## config.mk

```make
export PLATFORM = sky130hd
export DESIGN_NAME = c_source_syntax_classifier_top
export DESIGN_NICKNAME = d
export VERILOG_FILES = /design/src/hw/rtl/cssc_pkg.sv /design/src/hw/rtl/cssc_front.sv /design/src/hw/rtl/cssc_cmd_fifo.sv /design/src/hw/rtl/cssc_back.sv /design/src/hw/rtl/c_source_syntax_classifier_top.sv
export SDC_FILE = /design/constraint.sdc
export NUM_CORES = 1
export LEC_CHECK = 0
export BUFFER_PORTS_ARGS = -buffer_cell sky130_fd_sc_hd__buf_4
export CAP_MARGIN = 10
export CORE_MARGIN = 2
export CORE_UTILIZATION = 40
export CTS_BUF_LIST = sky130_fd_sc_hd__clkbuf_8
export DETAILED_ROUTE_END_ITERATION = 6
export PLACE_DENSITY = 0.64
export SLEW_MARGIN = 20
export SYNTH_ARGS = -nofsm -noshare
export SYNTH_HDL_FRONTEND = slang
export SYNTH_SLANG_ARGS = --single-unit
```

## constraint.sdc

```tcl
create_clock -name aclk -period 6.7 [get_ports aclk]
set_input_delay 0 -clock aclk [delete_from_list [all_inputs] [get_ports aclk]]
set_output_delay 0 -clock aclk [all_outputs]
set_load 0.005 [all_outputs]
```

## src/hw/rtl/cssc_pkg.sv

```systemverilog
package cssc_pkg;

    localparam int BYTE_W   = 8;
    localparam int CLASS_W  = 3;
    localparam int KW_ROWS  = 44;
    localparam int KW_CHARS = 8;
    localparam int KW_W     = BYTE_W * KW_CHARS;

    localparam int DEF_MAX_KEYWORD_LEN = 8;
    localparam int DEF_KEYWORD_COUNT   = 44;
    localparam int DEF_CMD_DEPTH       = 4;

    localparam logic [CLASS_W-1:0] CLS_PLAIN   = 3'd0;
    localparam logic [CLASS_W-1:0] CLS_KEYWORD = 3'd1;
    localparam logic [CLASS_W-1:0] CLS_COMMENT = 3'd2;
    localparam logic [CLASS_W-1:0] CLS_STRING  = 3'd3;
    localparam logic [CLASS_W-1:0] CLS_NUMBER  = 3'd4;

    // how the back end tags a held identifier run
    localparam logic [1:0] WMODE_DEFAULT = 2'd0;
    localparam logic [1:0] WMODE_KEYWORD = 2'd1;
    localparam logic [1:0] WMODE_PLAIN   = 2'd2;

    localparam logic [BYTE_W-1:0] CH_SLASH  = 8'h2f;
    localparam logic [BYTE_W-1:0] CH_STAR   = 8'h2a;
    localparam logic [BYTE_W-1:0] CH_DQUOTE = 8'h22;
    localparam logic [BYTE_W-1:0] CH_SQUOTE = 8'h27;
    localparam logic [BYTE_W-1:0] CH_BSLASH = 8'h5c;
    localparam logic [BYTE_W-1:0] CH_UNDER  = 8'h5f;
    localparam logic [BYTE_W-1:0] CH_NL     = 8'h0a;

    typedef struct packed {
        logic [BYTE_W-1:0] text_byte;
        logic              end_of_text;
    } in_item_t;

    typedef struct packed {
        logic [BYTE_W-1:0]  byte_out;
        logic [CLASS_W-1:0] byte_class;
        logic               run_last;
    } out_item_t;

    // fixed part of one queued command: held slash, run tagging, trailing byte
    typedef struct packed {
        logic               head_valid;
        logic [CLASS_W-1:0] head_class;
        logic [1:0]         word_mode;
        logic               tail_valid;
        logic [BYTE_W-1:0]  tail_byte;
        logic [CLASS_W-1:0] tail_class;
    } cmd_ctl_t;

    function automatic logic is_alpha(input logic [BYTE_W-1:0] c);
        return (c >= "a" && c <= "z") || (c >= "A" && c <= "Z") || c == CH_UNDER;
    endfunction

    function automatic logic is_digit(input logic [BYTE_W-1:0] c);
        return c >= "0" && c <= "9";
    endfunction

    function automatic logic is_ident(input logic [BYTE_W-1:0] c);
        return is_alpha(c) || is_digit(c);
    endfunction

    function automatic logic [CLASS_W-1:0] default_class(input logic [BYTE_W-1:0] c,
                                                        input logic [BYTE_W-1:0] prev);
        return (is_digit(c) && !is_alpha(prev)) ? CLS_NUMBER : CLS_PLAIN;
    endfunction

    // keyword text, right-justified, first character in the highest used byte
    function automatic logic [KW_W-1:0] kw_entry(input int row);
        logic [KW_W-1:0] e;
        case (row)
            0:  e = KW_W'("auto");
            1:  e = KW_W'("break");
            2:  e = KW_W'("case");
            3:  e = KW_W'("char");
            4:  e = KW_W'("const");
            5:  e = KW_W'("continue");
            6:  e = KW_W'("default");
            7:  e = KW_W'("do");
            8:  e = KW_W'("double");
            9:  e = KW_W'("else");
            10: e = KW_W'("enum");
            11: e = KW_W'("extern");
            12: e = KW_W'("float");
            13: e = KW_W'("for");
            14: e = KW_W'("goto");
            15: e = KW_W'("if");
            16: e = KW_W'("int");
            17: e = KW_W'("long");
            18: e = KW_W'("register");
            19: e = KW_W'("return");
            20: e = KW_W'("short");
            21: e = KW_W'("signed");
            22: e = KW_W'("sizeof");
            23: e = KW_W'("static");
            24: e = KW_W'("struct");
            25: e = KW_W'("switch");
            26: e = KW_W'("typedef");
            27: e = KW_W'("union");
            28: e = KW_W'("unsigned");
            29: e = KW_W'("void");
            30: e = KW_W'("volatile");
            31: e = KW_W'("while");
            32: e = KW_W'("uint8_t");
            33: e = KW_W'({"uint16", "_t"});
            34: e = KW_W'({"uint32", "_t"});
            35: e = KW_W'({"uint64", "_t"});
            36: e = KW_W'("int8_t");
            37: e = KW_W'("int16_t");
            38: e = KW_W'("int32_t");
            39: e = KW_W'("int64_t");
            40: e = KW_W'("size_t");
            41: e = KW_W'("NULL");
            42: e = KW_W'("true");
            43: e = KW_W'("false");
            default: e = '0;
        endcase
        return e;
    endfunction

    function automatic int kw_len(input int row);
        logic [KW_W-1:0] e;
        int n;
        e = kw_entry(row);
        n = 0;
        for (int i = 0; i < KW_CHARS; i++) begin
            if (e[BYTE_W*i +: BYTE_W] != '0) begin
                n = i + 1;
            end
        end
        return n;
    endfunction

    function automatic logic [BYTE_W-1:0] kw_char(input int row, input int pos);
        logic [KW_W-1:0] e;
        int n;
        e = kw_entry(row);
        n = kw_len(row);
        if (pos < n) begin
            return e[BYTE_W*(n-1-pos) +: BYTE_W];
        end
        return '0;
    endfunction

endpackage

```

## src/hw/rtl/cssc_front.sv

```systemverilog
module cssc_front
    import cssc_pkg::*;
#(
    parameter int MAX_KEYWORD_LEN = DEF_MAX_KEYWORD_LEN,
    parameter int KEYWORD_COUNT   = DEF_KEYWORD_COUNT,
    localparam int LEN_W = $clog2(MAX_KEYWORD_LEN + 1)
) (
    input  logic                          aclk,
    input  logic                          aresetn,
    input  logic                          cfg_wr_en,
    input  logic                          cfg_wr_data,
    input  logic                          s_valid,
    output logic                          s_ready,
    input  in_item_t                      s_data,
    input  logic                          cmd_ready,
    output logic                          cmd_valid,
    output cmd_ctl_t                      cmd_ctl,
    output logic [LEN_W-1:0]              cmd_len,
    output logic [BYTE_W*MAX_KEYWORD_LEN-1:0] cmd_word
);

    localparam int IDX_W   = $clog2(MAX_KEYWORD_LEN);
    localparam int KW_USED = (KEYWORD_COUNT < KW_ROWS) ? KEYWORD_COUNT : KW_ROWS;

    typedef enum logic [3:0] {
        LX_NORMAL = 4'b0001,
        LX_LINE   = 4'b0010,
        LX_BLOCK  = 4'b0100,
        LX_STRING = 4'b1000
    } lex_mode_t;

    logic              enable_reg, enable_next;
    lex_mode_t         mode_reg, mode_next, mode_cur;
    logic [BYTE_W-1:0] quote_reg, quote_next;
    logic [BYTE_W-1:0] prev_reg, prev_next;
    logic              held_reg, held_next;
    logic [LEN_W-1:0]  len_reg, len_next, post_len;
    logic              over_reg, over_next;
    logic [KW_USED-1:0] cand_reg, cand_next, hit_start, hit_cont;
    logic [BYTE_W-1:0] word_store_reg [MAX_KEYWORD_LEN];
    logic [BYTE_W-1:0] word_next [MAX_KEYWORD_LEN];

    logic              accept, active, st_wr, st_start;
    logic [IDX_W-1:0]  st_idx;
    logic              flush_pre, pre_default, pre_plain, kw_pre, kw_post;
    logic [BYTE_W-1:0] c;
    logic              fin;
    cmd_ctl_t          ctl_base;

    assign c       = s_data.text_byte;
    assign fin     = s_data.end_of_text;
    assign s_ready = cmd_ready;
    assign accept  = s_valid & s_ready;
    assign active  = (len_reg != '0) || over_reg;
    assign st_idx  = st_start ? '0 : len_reg[IDX_W-1:0];

    // candidate keywords still matching after this byte
    always_comb begin
        for (int k = 0; k < KW_USED; k++) begin
            hit_start[k] = 1'b0;
            hit_cont[k]  = 1'b0;
            for (int p = 0; p < KW_CHARS; p++) begin
                if (kw_char(k, p) == c) begin
                    if (p == 0) begin
                        hit_start[k] = 1'b1;
                    end
                    if (int'(len_reg) == p) begin
                        hit_cont[k] = 1'b1;
                    end
                end
            end
        end
    end

    always_comb begin
        enable_next = cfg_wr_en ? cfg_wr_data : enable_reg;
        mode_next   = mode_reg;
        mode_cur    = mode_reg;
        quote_next  = quote_reg;
        prev_next   = prev_reg;
        held_next   = held_reg;
        len_next    = len_reg;
        over_next   = over_reg;
        st_wr       = 1'b0;
        st_start    = 1'b0;
        flush_pre   = 1'b0;
        pre_default = 1'b0;
        pre_plain   = 1'b0;
        post_len    = '0;
        ctl_base    = '0;
        if (accept) begin
            if (!enable_reg) begin
                ctl_base.head_valid = held_reg;
                ctl_base.head_class = CLS_PLAIN;
                held_next = 1'b0;
                if (len_reg != '0) begin
                    flush_pre = 1'b1;
                    pre_plain = 1'b1;
                end
                len_next   = '0;
                over_next  = 1'b0;
                mode_next  = LX_NORMAL;
                quote_next = '0;
                ctl_base.tail_valid = 1'b1;
                ctl_base.tail_byte  = c;
                ctl_base.tail_class = CLS_PLAIN;
            end else begin
                // resolve the held slash with this byte as lookahead
                if (held_reg) begin
                    ctl_base.head_valid = 1'b1;
                    ctl_base.head_class = CLS_PLAIN;
                    if (c == CH_SLASH) begin
                        mode_cur = LX_LINE;
                        ctl_base.head_class = CLS_COMMENT;
                    end else if (c == CH_STAR) begin
                        mode_cur = LX_BLOCK;
                        ctl_base.head_class = CLS_COMMENT;
                    end
                    held_next = 1'b0;
                end
                mode_next = mode_cur;
                ctl_base.tail_byte = c;
                if (c == CH_NL) begin
                    flush_pre = (len_reg != '0);
                    len_next  = '0;
                    over_next = 1'b0;
                    if (mode_cur == LX_LINE) begin
                        mode_next = LX_NORMAL;
                    end
                    ctl_base.tail_valid = 1'b1;
                    ctl_base.tail_class = CLS_PLAIN;
                end else begin
                    case (mode_cur)
                        LX_LINE: begin
                            ctl_base.tail_valid = 1'b1;
                            ctl_base.tail_class = CLS_COMMENT;
                        end
                        LX_BLOCK: begin
                            ctl_base.tail_valid = 1'b1;
                            if (prev_reg == CH_STAR && c == CH_SLASH) begin
                                mode_next = LX_NORMAL;
                                ctl_base.tail_class = CLS_PLAIN;
                            end else begin
                                ctl_base.tail_class = CLS_COMMENT;
                            end
                        end
                        LX_STRING: begin
                            if (c == quote_reg && prev_reg != CH_BSLASH) begin
                                mode_next  = LX_NORMAL;
                                quote_next = '0;
                            end
                            ctl_base.tail_valid = 1'b1;
                            ctl_base.tail_class = CLS_STRING;
                        end
                        LX_NORMAL: begin
                            if (active && is_ident(c)) begin
                                if (over_reg) begin
                                    ctl_base.tail_valid = 1'b1;
                                    ctl_base.tail_class = default_class(c, prev_reg);
                                end else if (len_reg < LEN_W'(MAX_KEYWORD_LEN)) begin
                                    st_wr    = 1'b1;
                                    len_next = LEN_W'(len_reg + 1'b1);
                                end else begin
                                    // run too long for a keyword: drain it untagged
                                    flush_pre   = 1'b1;
                                    pre_default = 1'b1;
                                    ctl_base.tail_valid = 1'b1;
                                    ctl_base.tail_class = default_class(c, prev_reg);
                                    len_next  = '0;
                                    over_next = 1'b1;
                                end
                            end else begin
                                if (active) begin
                                    flush_pre = (len_reg != '0);
                                    len_next  = '0;
                                    over_next = 1'b0;
                                end
                                if (is_alpha(c) && !is_ident(prev_reg)) begin
                                    st_wr    = 1'b1;
                                    st_start = 1'b1;
                                    len_next = LEN_W'(1);
                                end else if (c == CH_SLASH && !fin) begin
                                    held_next = 1'b1;
                                end else if (c == CH_DQUOTE || c == CH_SQUOTE) begin
                                    mode_next  = LX_STRING;
                                    quote_next = c;
                                    ctl_base.tail_valid = 1'b1;
                                    ctl_base.tail_class = CLS_STRING;
                                end else begin
                                    ctl_base.tail_valid = 1'b1;
                                    ctl_base.tail_class = default_class(c, prev_reg);
                                end
                            end
                        end
                        default: begin
                            mode_next = LX_NORMAL;
                        end
                    endcase
                end
            end
            prev_next = c;
            // last byte of text: drain the run and start over
            if (fin) begin
                post_len   = len_next;
                len_next   = '0;
                over_next  = 1'b0;
                mode_next  = LX_NORMAL;
                quote_next = '0;
                prev_next  = '0;
                held_next  = 1'b0;
            end
        end
    end

    assign cand_next = !st_wr ? cand_reg : (st_start ? hit_start : (cand_reg & hit_cont));

    always_comb begin
        for (int i = 0; i < MAX_KEYWORD_LEN; i++) begin
            word_next[i] = (st_wr && st_idx == IDX_W'(i)) ? c : word_store_reg[i];
            cmd_word[BYTE_W*i +: BYTE_W] = word_next[i];
        end
    end

    always_comb begin
        kw_pre  = 1'b0;
        kw_post = 1'b0;
        for (int k = 0; k < KW_USED; k++) begin
            if (cand_reg[k] && kw_len(k) == int'(len_reg)) begin
                kw_pre = 1'b1;
            end
            if (cand_next[k] && kw_len(k) == int'(post_len)) begin
                kw_post = 1'b1;
            end
        end
        cmd_ctl = ctl_base;
        if (flush_pre) begin
            cmd_len = len_reg;
            if (pre_plain) begin
                cmd_ctl.word_mode = WMODE_PLAIN;
            end else if (!pre_default && kw_pre) begin
                cmd_ctl.word_mode = WMODE_KEYWORD;
            end else begin
                cmd_ctl.word_mode = WMODE_DEFAULT;
            end
        end else begin
            cmd_len = post_len;
            cmd_ctl.word_mode = kw_post ? WMODE_KEYWORD : WMODE_DEFAULT;
        end
    end

    // steps that only hold bytes push nothing
    assign cmd_valid = accept && (ctl_base.head_valid || ctl_base.tail_valid || cmd_len != '0);

    always_ff @(posedge aclk) begin
        if (!aresetn) begin
            enable_reg <= 1'b0;
            mode_reg   <= LX_NORMAL;
            quote_reg  <= '0;
            prev_reg   <= '0;
            held_reg   <= 1'b0;
            len_reg    <= '0;
            over_reg   <= 1'b0;
        end else begin
            enable_reg <= enable_next;
            mode_reg   <= mode_next;
            quote_reg  <= quote_next;
            prev_reg   <= prev_next;
            held_reg   <= held_next;
            len_reg    <= len_next;
            over_reg   <= over_next;
        end
    end

    always_ff @(posedge aclk) begin
        cand_reg <= cand_next;
        if (st_wr) begin
            word_store_reg[st_idx] <= c;
        end
    end

endmodule

```

## src/hw/rtl/cssc_cmd_fifo.sv

```systemverilog
module cssc_cmd_fifo
    import cssc_pkg::*;
#(
    parameter int WIDTH = 8,
    parameter int DEPTH = DEF_CMD_DEPTH
) (
    input  logic             aclk,
    input  logic             aresetn,
    input  logic             push_valid,
    output logic             push_ready,
    input  logic [WIDTH-1:0] push_data,
    output logic             pop_valid,
    input  logic             pop_ready,
    output logic [WIDTH-1:0] pop_data
);

    localparam int PTR_W = $clog2(DEPTH);
    localparam int CNT_W = $clog2(DEPTH + 1);

    logic [WIDTH-1:0] slot_reg [DEPTH];
    logic [PTR_W-1:0] wr_ptr_reg, wr_ptr_next, rd_ptr_reg, rd_ptr_next;
    logic [CNT_W-1:0] count_reg, count_next;
    logic             do_push, do_pop;

    assign push_ready = count_reg != CNT_W'(DEPTH);
    assign pop_valid  = count_reg != '0;
    assign pop_data   = slot_reg[rd_ptr_reg];
    assign do_push    = push_valid && push_ready;
    assign do_pop     = pop_valid && pop_ready;

    always_comb begin
        wr_ptr_next = wr_ptr_reg;
        rd_ptr_next = rd_ptr_reg;
        count_next  = count_reg;
        if (do_push) begin
            wr_ptr_next = (wr_ptr_reg == PTR_W'(DEPTH - 1)) ? '0 : PTR_W'(wr_ptr_reg + 1'b1);
        end
        if (do_pop) begin
            rd_ptr_next = (rd_ptr_reg == PTR_W'(DEPTH - 1)) ? '0 : PTR_W'(rd_ptr_reg + 1'b1);
        end
        if (do_push && !do_pop) begin
            count_next = CNT_W'(count_reg + 1'b1);
        end else if (do_pop && !do_push) begin
            count_next = CNT_W'(count_reg - 1'b1);
        end
    end

    always_ff @(posedge aclk) begin
        if (!aresetn) begin
            wr_ptr_reg <= '0;
            rd_ptr_reg <= '0;
            count_reg  <= '0;
        end else begin
            wr_ptr_reg <= wr_ptr_next;
            rd_ptr_reg <= rd_ptr_next;
            count_reg  <= count_next;
        end
    end

    always_ff @(posedge aclk) begin
        if (do_push) begin
            slot_reg[wr_ptr_reg] <= push_data;
        end
    end

endmodule

```

## src/hw/rtl/cssc_back.sv

```systemverilog
module cssc_back
    import cssc_pkg::*;
#(
    parameter int MAX_KEYWORD_LEN = DEF_MAX_KEYWORD_LEN,
    localparam int LEN_W = $clog2(MAX_KEYWORD_LEN + 1)
) (
    input  logic                              aclk,
    input  logic                              aresetn,
    input  logic                              cmd_valid,
    output logic                              cmd_pop,
    input  cmd_ctl_t                          cmd_ctl,
    input  logic [LEN_W-1:0]                  cmd_len,
    input  logic [BYTE_W*MAX_KEYWORD_LEN-1:0] cmd_word,
    output logic                              m_valid,
    input  logic                              m_ready,
    output out_item_t                         m_data
);

    localparam int IDX_W = $clog2(MAX_KEYWORD_LEN);

    typedef enum logic [1:0] {
        PH_HEAD = 2'b01,
        PH_BODY = 2'b10
    } phase_t;

    phase_t            ph_reg, ph_next;
    logic [LEN_W-1:0]  idx_reg, idx_next;
    logic [BYTE_W-1:0] prev_reg, prev_next;
    logic              m_valid_reg, m_valid_next;
    out_item_t         m_data_reg, m_data_next;

    logic              advance, go, sel_head, word_left, last;
    logic [BYTE_W-1:0] word_byte, word_prev;
    out_item_t         cur;

    assign advance   = !m_valid_reg || m_ready;
    assign go        = advance && cmd_valid;
    assign sel_head  = (ph_reg == PH_HEAD) && cmd_ctl.head_valid;
    assign word_left = idx_reg < cmd_len;
    assign word_byte = cmd_word[{idx_reg[IDX_W-1:0], 3'b000} +: BYTE_W];
    assign word_prev = (idx_reg == '0) ? '0 : prev_reg;

    // pick the next word of the command: held slash, then the run, then the byte
    always_comb begin
        cur = '0;
        if (sel_head) begin
            cur.byte_out   = CH_SLASH;
            cur.byte_class = cmd_ctl.head_class;
            last = (cmd_len == '0) && !cmd_ctl.tail_valid;
        end else if (word_left) begin
            cur.byte_out = word_byte;
            case (cmd_ctl.word_mode)
                WMODE_KEYWORD: cur.byte_class = CLS_KEYWORD;
                WMODE_PLAIN:   cur.byte_class = CLS_PLAIN;
                default:       cur.byte_class = default_class(word_byte, word_prev);
            endcase
            last = (LEN_W'(idx_reg + 1'b1) == cmd_len) && !cmd_ctl.tail_valid;
        end else begin
            cur.byte_out   = cmd_ctl.tail_byte;
            cur.byte_class = cmd_ctl.tail_class;
            last = 1'b1;
        end
        cur.run_last = last;
    end

    assign cmd_pop = go && last;

    always_comb begin
        ph_next      = ph_reg;
        idx_next     = idx_reg;
        prev_next    = prev_reg;
        m_valid_next = m_valid_reg;
        m_data_next  = m_data_reg;
        if (go) begin
            m_valid_next = 1'b1;
            m_data_next  = cur;
            if (last) begin
                ph_next  = PH_HEAD;
                idx_next = '0;
            end else if (sel_head) begin
                ph_next = PH_BODY;
            end else begin
                ph_next   = PH_BODY;
                idx_next  = LEN_W'(idx_reg + 1'b1);
                prev_next = word_byte;
            end
        end else if (advance) begin
            m_valid_next = 1'b0;
        end
    end

    always_ff @(posedge aclk) begin
        if (!aresetn) begin
            ph_reg      <= PH_HEAD;
            idx_reg     <= '0;
            m_valid_reg <= 1'b0;
        end else begin
            ph_reg      <= ph_next;
            idx_reg     <= idx_next;
            m_valid_reg <= m_valid_next;
        end
    end

    always_ff @(posedge aclk) begin
        prev_reg   <= prev_next;
        m_data_reg <= m_data_next;
    end

    assign m_valid = m_valid_reg;
    assign m_data  = m_data_reg;

endmodule

```

## src/hw/rtl/c_source_syntax_classifier_top.sv

```systemverilog
// A byte tagged at once goes through the command queue and the output register to m_data.
// Throughput: one input word per cycle while the command queue has room; the output
// register drains one result word per cycle while m_ready is high, and an identifier
// run of up to MAX_KEYWORD_LEN bytes leaves in one burst when it ends.
// Reset: aresetn (synchronous, active low) clears the lexer, queue and output valid;
// highlighting comes up disabled and no clearing pass runs.
module c_source_syntax_classifier_top
    import cssc_pkg::*;
#(
    parameter int MAX_KEYWORD_LEN = DEF_MAX_KEYWORD_LEN,
    parameter int KEYWORD_COUNT   = DEF_KEYWORD_COUNT,
    parameter int CMD_DEPTH       = DEF_CMD_DEPTH
) (
    input  logic      aclk,
    input  logic      aresetn,
    input  logic      cfg_wr_en,
    input  logic      cfg_wr_data,
    input  logic      s_valid,
    output logic      s_ready,
    input  in_item_t  s_data,
    output logic      m_valid,
    input  logic      m_ready,
    output out_item_t m_data
);

    localparam int LEN_W  = $clog2(MAX_KEYWORD_LEN + 1);
    localparam int WORD_W = BYTE_W * MAX_KEYWORD_LEN;
    localparam int CTL_W  = $bits(cmd_ctl_t);
    localparam int CMD_W  = CTL_W + LEN_W + WORD_W;

    logic              push_valid, push_ready, pop_valid, pop_ready;
    cmd_ctl_t          push_ctl, pop_ctl;
    logic [LEN_W-1:0]  push_len, pop_len;
    logic [WORD_W-1:0] push_word, pop_word;
    logic [CMD_W-1:0]  push_data, pop_data;

    cssc_front #(
        .MAX_KEYWORD_LEN (MAX_KEYWORD_LEN),
        .KEYWORD_COUNT   (KEYWORD_COUNT)
    ) u_front (
        .aclk        (aclk),
        .aresetn     (aresetn),
        .cfg_wr_en   (cfg_wr_en),
        .cfg_wr_data (cfg_wr_data),
        .s_valid     (s_valid),
        .s_ready     (s_ready),
        .s_data      (s_data),
        .cmd_ready   (push_ready),
        .cmd_valid   (push_valid),
        .cmd_ctl     (push_ctl),
        .cmd_len     (push_len),
        .cmd_word    (push_word)
    );

    assign push_data = {push_ctl, push_len, push_word};

    cssc_cmd_fifo #(
        .WIDTH (CMD_W),
        .DEPTH (CMD_DEPTH)
    ) u_cmd_fifo (
        .aclk       (aclk),
        .aresetn    (aresetn),
        .push_valid (push_valid),
        .push_ready (push_ready),
        .push_data  (push_data),
        .pop_valid  (pop_valid),
        .pop_ready  (pop_ready),
        .pop_data   (pop_data)
    );

    assign pop_ctl  = cmd_ctl_t'(pop_data[CMD_W-1 -: CTL_W]);
    assign pop_len  = pop_data[WORD_W +: LEN_W];
    assign pop_word = pop_data[WORD_W-1:0];

    cssc_back #(
        .MAX_KEYWORD_LEN (MAX_KEYWORD_LEN)
    ) u_back (
        .aclk      (aclk),
        .aresetn   (aresetn),
        .cmd_valid (pop_valid),
        .cmd_pop   (pop_ready),
        .cmd_ctl   (pop_ctl),
        .cmd_len   (pop_len),
        .cmd_word  (pop_word),
        .m_valid   (m_valid),
        .m_ready   (m_ready),
        .m_data    (m_data)
    );

endmodule
```

# Word level (Yosys, flattened, before mapping)
# Memories as Yosys holds them, arrays and structs flattened. A register that Yosys moved wholly into a read port is not among the register bits.
# Index checks and enable logic that the tools add are counted.
[op_classes]
add_sub_neg = 6
magnitude_cmp = 20
eq_ne = 94
shift = 1
mux = 793
bitwise = 4
reduce_logical = 160
[ops]
columns = ["cell", "count"]
rows = [
  ["$mux 1", 710],
  ["$eq 7x8->1 const A", 28],
  ["$mux 8", 18],
  ["$mux 4", 32],
  ["$logic_and 1x1->1", 123],
  ["$mux 44", 2],
  ["$shiftx 64x7->8", 1],
  ["$eq 6x8->1 const A", 6],
  ["$ge 8x7->1 const B", 6],
  ["$le 8x7->1 const B", 6],
  ["$and 44x44->44", 1],
  ["$mux 3", 14],
  ["$eq 4x4->1 const A", 10],
  ["$eq 8x6->1 const B", 5],
  ["$ne 4x4->1 const B", 7],
  ["$eq 8x7->1 const B", 3],
  ["$ge 8x6->1 const B", 3],
  ["$le 8x6->1 const B", 3],
  ["$mux 12", 2],
  ["$eq 4x4->1 const B", 5],
  ["$mux 2", 9],
  ["$eq 3x4->1 const A", 4],
  ["$pmux 4 s4", 1],
  ["$pmux 8 s2", 1],
  ["other kinds (39)", 78],
]
[totals]
register_bits = 105
ramBits = 408
elab_cells = 1098
mem_count = 2
[memory_table]
columns = ["memory", "depth", "word_bits", "read_ports", "rd_ports_with_merged_regs", "wr", "line", "text"]
rows = [
  ["u_cmd_fifo.slot_reg", 4, 86, 1, 1, 1, "cssc_cmd_fifo.sv:20", "logic [WIDTH-1:0] slot_reg [DEPTH];"],
  ["u_front.word_store_reg", 8, 8, 8, 0, 1, "cssc_front.sv:40", "logic [BYTE_W-1:0] word_store_reg [MAX_KEYWORD_LEN];"],
]

# Depth between registers and ports, before layout
[depth]
ltp_word = 67
depth_mapped = 19
mapped_depth_nobuf = 16

# By module
# From an unflattened synthesis, not the netlist that was laid out.
[unflattened]
cells_unflattened = 1632
hier_area_um2 = 23259.8
[modules_own_cells]
columns = ["module", "instances", "cells_per_inst", "area_per_inst_um2", "seq_area_each_um2"]
rows = [
  ["cssc_cmd_fifo", 1, 501, 12884.9, 10510.1],
  ["cssc_front", 1, 969, 8471.9, 3343.2],
  ["cssc_back", 1, 162, 1903.1, 740.7],
]

# Least setup slack after synthesis
# OpenSTA, ideal clock, no wires.
[synth_path]
path_kind = "reg-to-reg"
start = "reg u_front.len_reg[1]"
end = "mem u_cmd_fifo.slot_reg[0][0] (netlist bit), enable pin"
setup_time_ns = 0.452
arrival_time_ns = 4.397
t_required_ns = 6.248
path_slack_ns = 1.851
path_stages_with_launch = 14
path_buffers = 3
synth_period_minus_slack_ns = 4.849
cell_sequence = "dfxtp_1 clkbuf_1 inv_1 ha_1 or3b_1 buf_2 nor2_4 nor2_1 nand2_1 o211ai_1 o22ai_1 o41a_1 clkbuf_1 and2_1"
[synth_between]
elab_chain_cells = 17
elab_cells_between_ends = 38
cone_classes = "add/sub: 1; order compare: 1; mux: 28; reduce/logical: 8"
[synth_lines]
columns = ["element", "line", "text"]
rows = [
  ["from (decl)", "cssc_front.sv:37", "logic [LEN_W-1:0] len_reg, len_next, post_len;"],
  ["from (signal assigned)", "cssc_front.sv:269", "len_reg <= len_next;"],
  ["branches (longest 10 deep; another with $lt 4x4->1)", "--", ""],
  ["$mux 4 (*)", "cssc_front.sv:236", "if (flush_pre) begin"],
  ["via push_len[0]", "c_source_syntax_classifier_top.sv:33", "logic [LEN_W-1:0] push_len, pop_len;"],
  ["$reduce_bool 4->1 (*)", "cssc_front.sv:252", "assign cmd_valid = accept && (ctl_base.head_valid || ctl_base.tail_valid || cmd_len != '0);"],
  ["$logic_or 1x1->1 (*)", "cssc_front.sv:252", ""],
  ["$logic_and 1x1->1 (*)", "cssc_front.sv:252", ""],
  ["$logic_and 1x1->1 (*)", "cssc_cmd_fifo.sv:28", "assign do_push = push_valid && push_ready;"],
  ["via u_cmd_fifo.do_push", "cssc_cmd_fifo.sv:23", "logic do_push, do_pop;"],
  ["$mux 1 (*)", "cssc_cmd_fifo.sv:61", "if (do_push) begin"],
  ["$mux 1 (implied by the code) (*)", "cssc_cmd_fifo.sv:62", "slot_reg[wr_ptr_reg] <= push_data;"],
  ["to (decl)", "cssc_cmd_fifo.sv:20", ""],
]
# Mark *: on every way through the listed nets, which the timed path passes.

==> results.sh <==
export IMPL_fill_cells=5015
export IMPL_max_stage_delay_ps=660
export IMPL_first_iter_violations=1431
export IMPL_clock_sinks=507
export IMPL_io_pins=29
export IMPL_overflow=0
export IMPL_grt_pass1_wl_mm=93.6
export IMPL_post_drt_wl_per_cell_um=24.8
export IMPL_ys_seq_area_share_pct=63.0
export IMPL_nets=1719
export IMPL_netlist_top_cells_count="420 x edfxtp_1, 156 x nand2_1, 99 x mux4_2, 87 x dfxtp_1, 73 x o21ai_0"
export IMPL_p_comb_share_pct=20.6
export IMPL_ys_ff_latch=507
export IMPL_finClkSkew_ps=43.6
export IMPL_p_per_area_nw_per_um2=315
export IMPL_clk_latency_ps=650
export IMPL_clockRootBuffer="clkbuf_8"
export IMPL_syn2layout_area_growth_pct=12.3
export IMPL_final_util_pct=45.4
export IMPL_grt_max_degree=51
export IMPL_max_clock_path_buffers=3
export IMPL_largest_reg_flops=336
export IMPL_fin_tns_setup_ps=0
export IMPL_core_um2=56400
export IMPL_rsz0062_at_grt="no"
export IMPL_antenna_found_initial=2
export IMPL_end_kind="register"
export IMPL_synth_enable_flop_cells=420
export IMPL_drt_first_pass_iters=5
export IMPL_required_ps=6980
export IMPL_cts_tree="yes"
export IMPL_timing_fmax_mhz=204
export IMPL_numCtsBuffers=83
export IMPL_critPathKind="reg -> reg"
export IMPL_synthArstFlopShare_pct=0
export IMPL_hold_viol=0
export IMPL_final_cells=2509
export IMPL_path_buf_inv=1
export IMPL_status="complete, no violations"
export IMPL_io_buffers=28
export IMPL_p_seq_share_pct=48.9
export IMPL_routed_via_count=14900
export IMPL_gp_congestion=0.966
export IMPL_clkTransAtPathRegs_ps=60
export IMPL_drive_gt1_share_pct=21.1
export IMPL_internal_power_mw=5.80
export IMPL_power_mw=8.06
export IMPL_synth_largest_area_cell="edfxtp_1"
export IMPL_max_slew_margin_rel_pct=22.7
export IMPL_syn_area_per_cell_um2=14.1
export IMPL_hpwl_mm=39.9
export IMPL_synthFlopType="edfxtp_1"
export IMPL_htree_num_levels=3
export IMPL_maxCapViolCount=0
export IMPL_synth_most_common_cell="edfxtp_1"
export IMPL_wl_mm=62.1
export IMPL_worst_path_max_delay_cell="dfxtp_1"
export IMPL_start_util_pct=40.4
export IMPL_synth_area_top_cells="edfxtp_1 55%, mux4_2 9.8%, dfxtp_1 7.6%, nand2_1 2.6%, mux2_2 2.5%"
export IMPL_rows=87
export IMPL_antenna_left=0
export IMPL_syn_inst=1620
export IMPL_clkPwrFrac_pct=30.5
export IMPL_startpoint_type="register"
export IMPL_vias_per_cell=5.92
export IMPL_p_sw_mw=2.26
export IMPL_setup_viol=0
export IMPL_ys_types=94
export IMPL_cts_resized_gates=0
export IMPL_maxSlewViolCount=0
export IMPL_p_sw_share_pct=28.0
export IMPL_synth_nets=1653
export IMPL_die_w_um=243
export IMPL_track_usage_pct=21.0
export IMPL_vdd_drop_max_mv=0.212
export IMPL_first_global_vias=15100
export IMPL_min_path_type="in -> reg"
export IMPL_fp_dieArea_um2=58800
export IMPL_critical_path_cell_chain="inv_1, ha_1, or3b_1, nor2_4, o22ai_1, nand2_1, a221o_1, or4_1, o31a_1, a211oi_2, o311ai_1"
export IMPL_post_cts_repair_setup_buffers=0
export IMPL_yosys_warnings=0
export IMPL_synth_top_area_share_pct=55.4
export IMPL_drc=0
export IMPL_cp_data_arrival_time_ps=5180
export IMPL_post_route_min_period_ps=4910
export IMPL_netlist_area_um2=22800
export IMPL_dpl_cell_count=2339
export IMPL_critical_path_top_delay_family="compound AO/OA/AOI/OAI gates"
export IMPL_worst_slew_pin_slew_ps=1150
export IMPL_cellLeakagePower_nw=8.53
export IMPL_die_height_um=243
export IMPL_period_share_pct=73.3
export IMPL_critPathMaxFanout=21
==> layer usage <==
layer / wire length, um / global-route usage, %
met1: 25700 / 27.3
met2: 29200 / 34.1
met4: 3110 / 10.6
met3: 4090 / 3.56
met5: 0 / 0
==> logic make-up (layout without fill, tap and decap cells) <==
family,count (synthesis),count (layout),share of synthesized area [%]
flip-flops,507,507,63.0
AO/OA/AOI/OAI,276,276,8.13
buffers and inverters,132,264,2.34
other,0,1,0
multiplexers,165,165,13.0
adder cells (fa/ha/maj),18,18,1.02
XOR/XNOR,17,17,0.654
AND/OR/NAND/NOR,505,505,11.8
==> repair_timing <==
action                     CTS  global route
hold endpoints to repair   156             0
setup endpoints to repair    0             0
hold buffers                18             0
==> layout make-up <==
cell class	instances	area, um^2	area share [%]
multi-input combinational	981	7980	31.2
clock buffer	86	1180	4.63
clock inverter	65	335	1.31
tap	756	946	3.70
timing repair buffer	82	661	2.58
inverter	31	116	0.455
sequential	507	14400	56.1
antenna	1	2.50	0.00978
==> power groups by stage <==
stage	sequential [mW]	clock [mW]	combinational (mW)
2_1_floorplan	3.94	0	1.18
3_3_place_gp	3.99	0	1.66
3_5_place_dp	4.02	0	1.67
4_1_cts	3.95	2.52	1.69
5_1_grt	3.98	2.64	1.79
6_report	3.94	2.46	1.66
==> final timing paths <==
check	cells after the start	slack [ps]	startpoint	endpoint
worst max register to register	11	1790	u_front.len_reg[0]	u_cmd_fifo.slot_reg[1][80]
worst min register to register	2	480	u_front.cand_reg[32]	u_front.cand_reg[32]
worst min-delay path	3	340	aresetn	u_back.ph_reg[0]
worst max-delay path	11	1790	u_front.len_reg[0]	u_cmd_fifo.slot_reg[1][80]
==> tightest hold or removal path, delay by kind of cell <==
| kind | cells | cell delay, ps |
|---|---|---|
| AOI/OAI and AO/OA | 1 | 130 |
| buffers and inverters | 2 | 780 |
==> metrics by stage <==
step	setup WS [ps]	hold slack [ps]	area (um^2)
6_report	1790	338	25600
5_1_grt	1430	330	25600
4_1_cts	1820	289	25600
3_5_place_dp	1830	268	23900
3_3_place_gp	1920	262	23900
2_1_floorplan	1850	98.9	22800
==> cells in the final DEF (no fill, tap or decap), drive strengths merged, types with 18 or more instances in the layout <==
cell type,instances
clkinv,38
and2,23
dlygate4sd3,18
nor3,45
nor2b,33
o21ai,75
a21oi,52
inv,55
nor4,30
clkbuf,86
mux2,51
nand2,156
mux4,99
dfxtp,87
edfxtp,420
nor2,67
buf,64
nand3,36
Power figures use the tool's default switching activity.
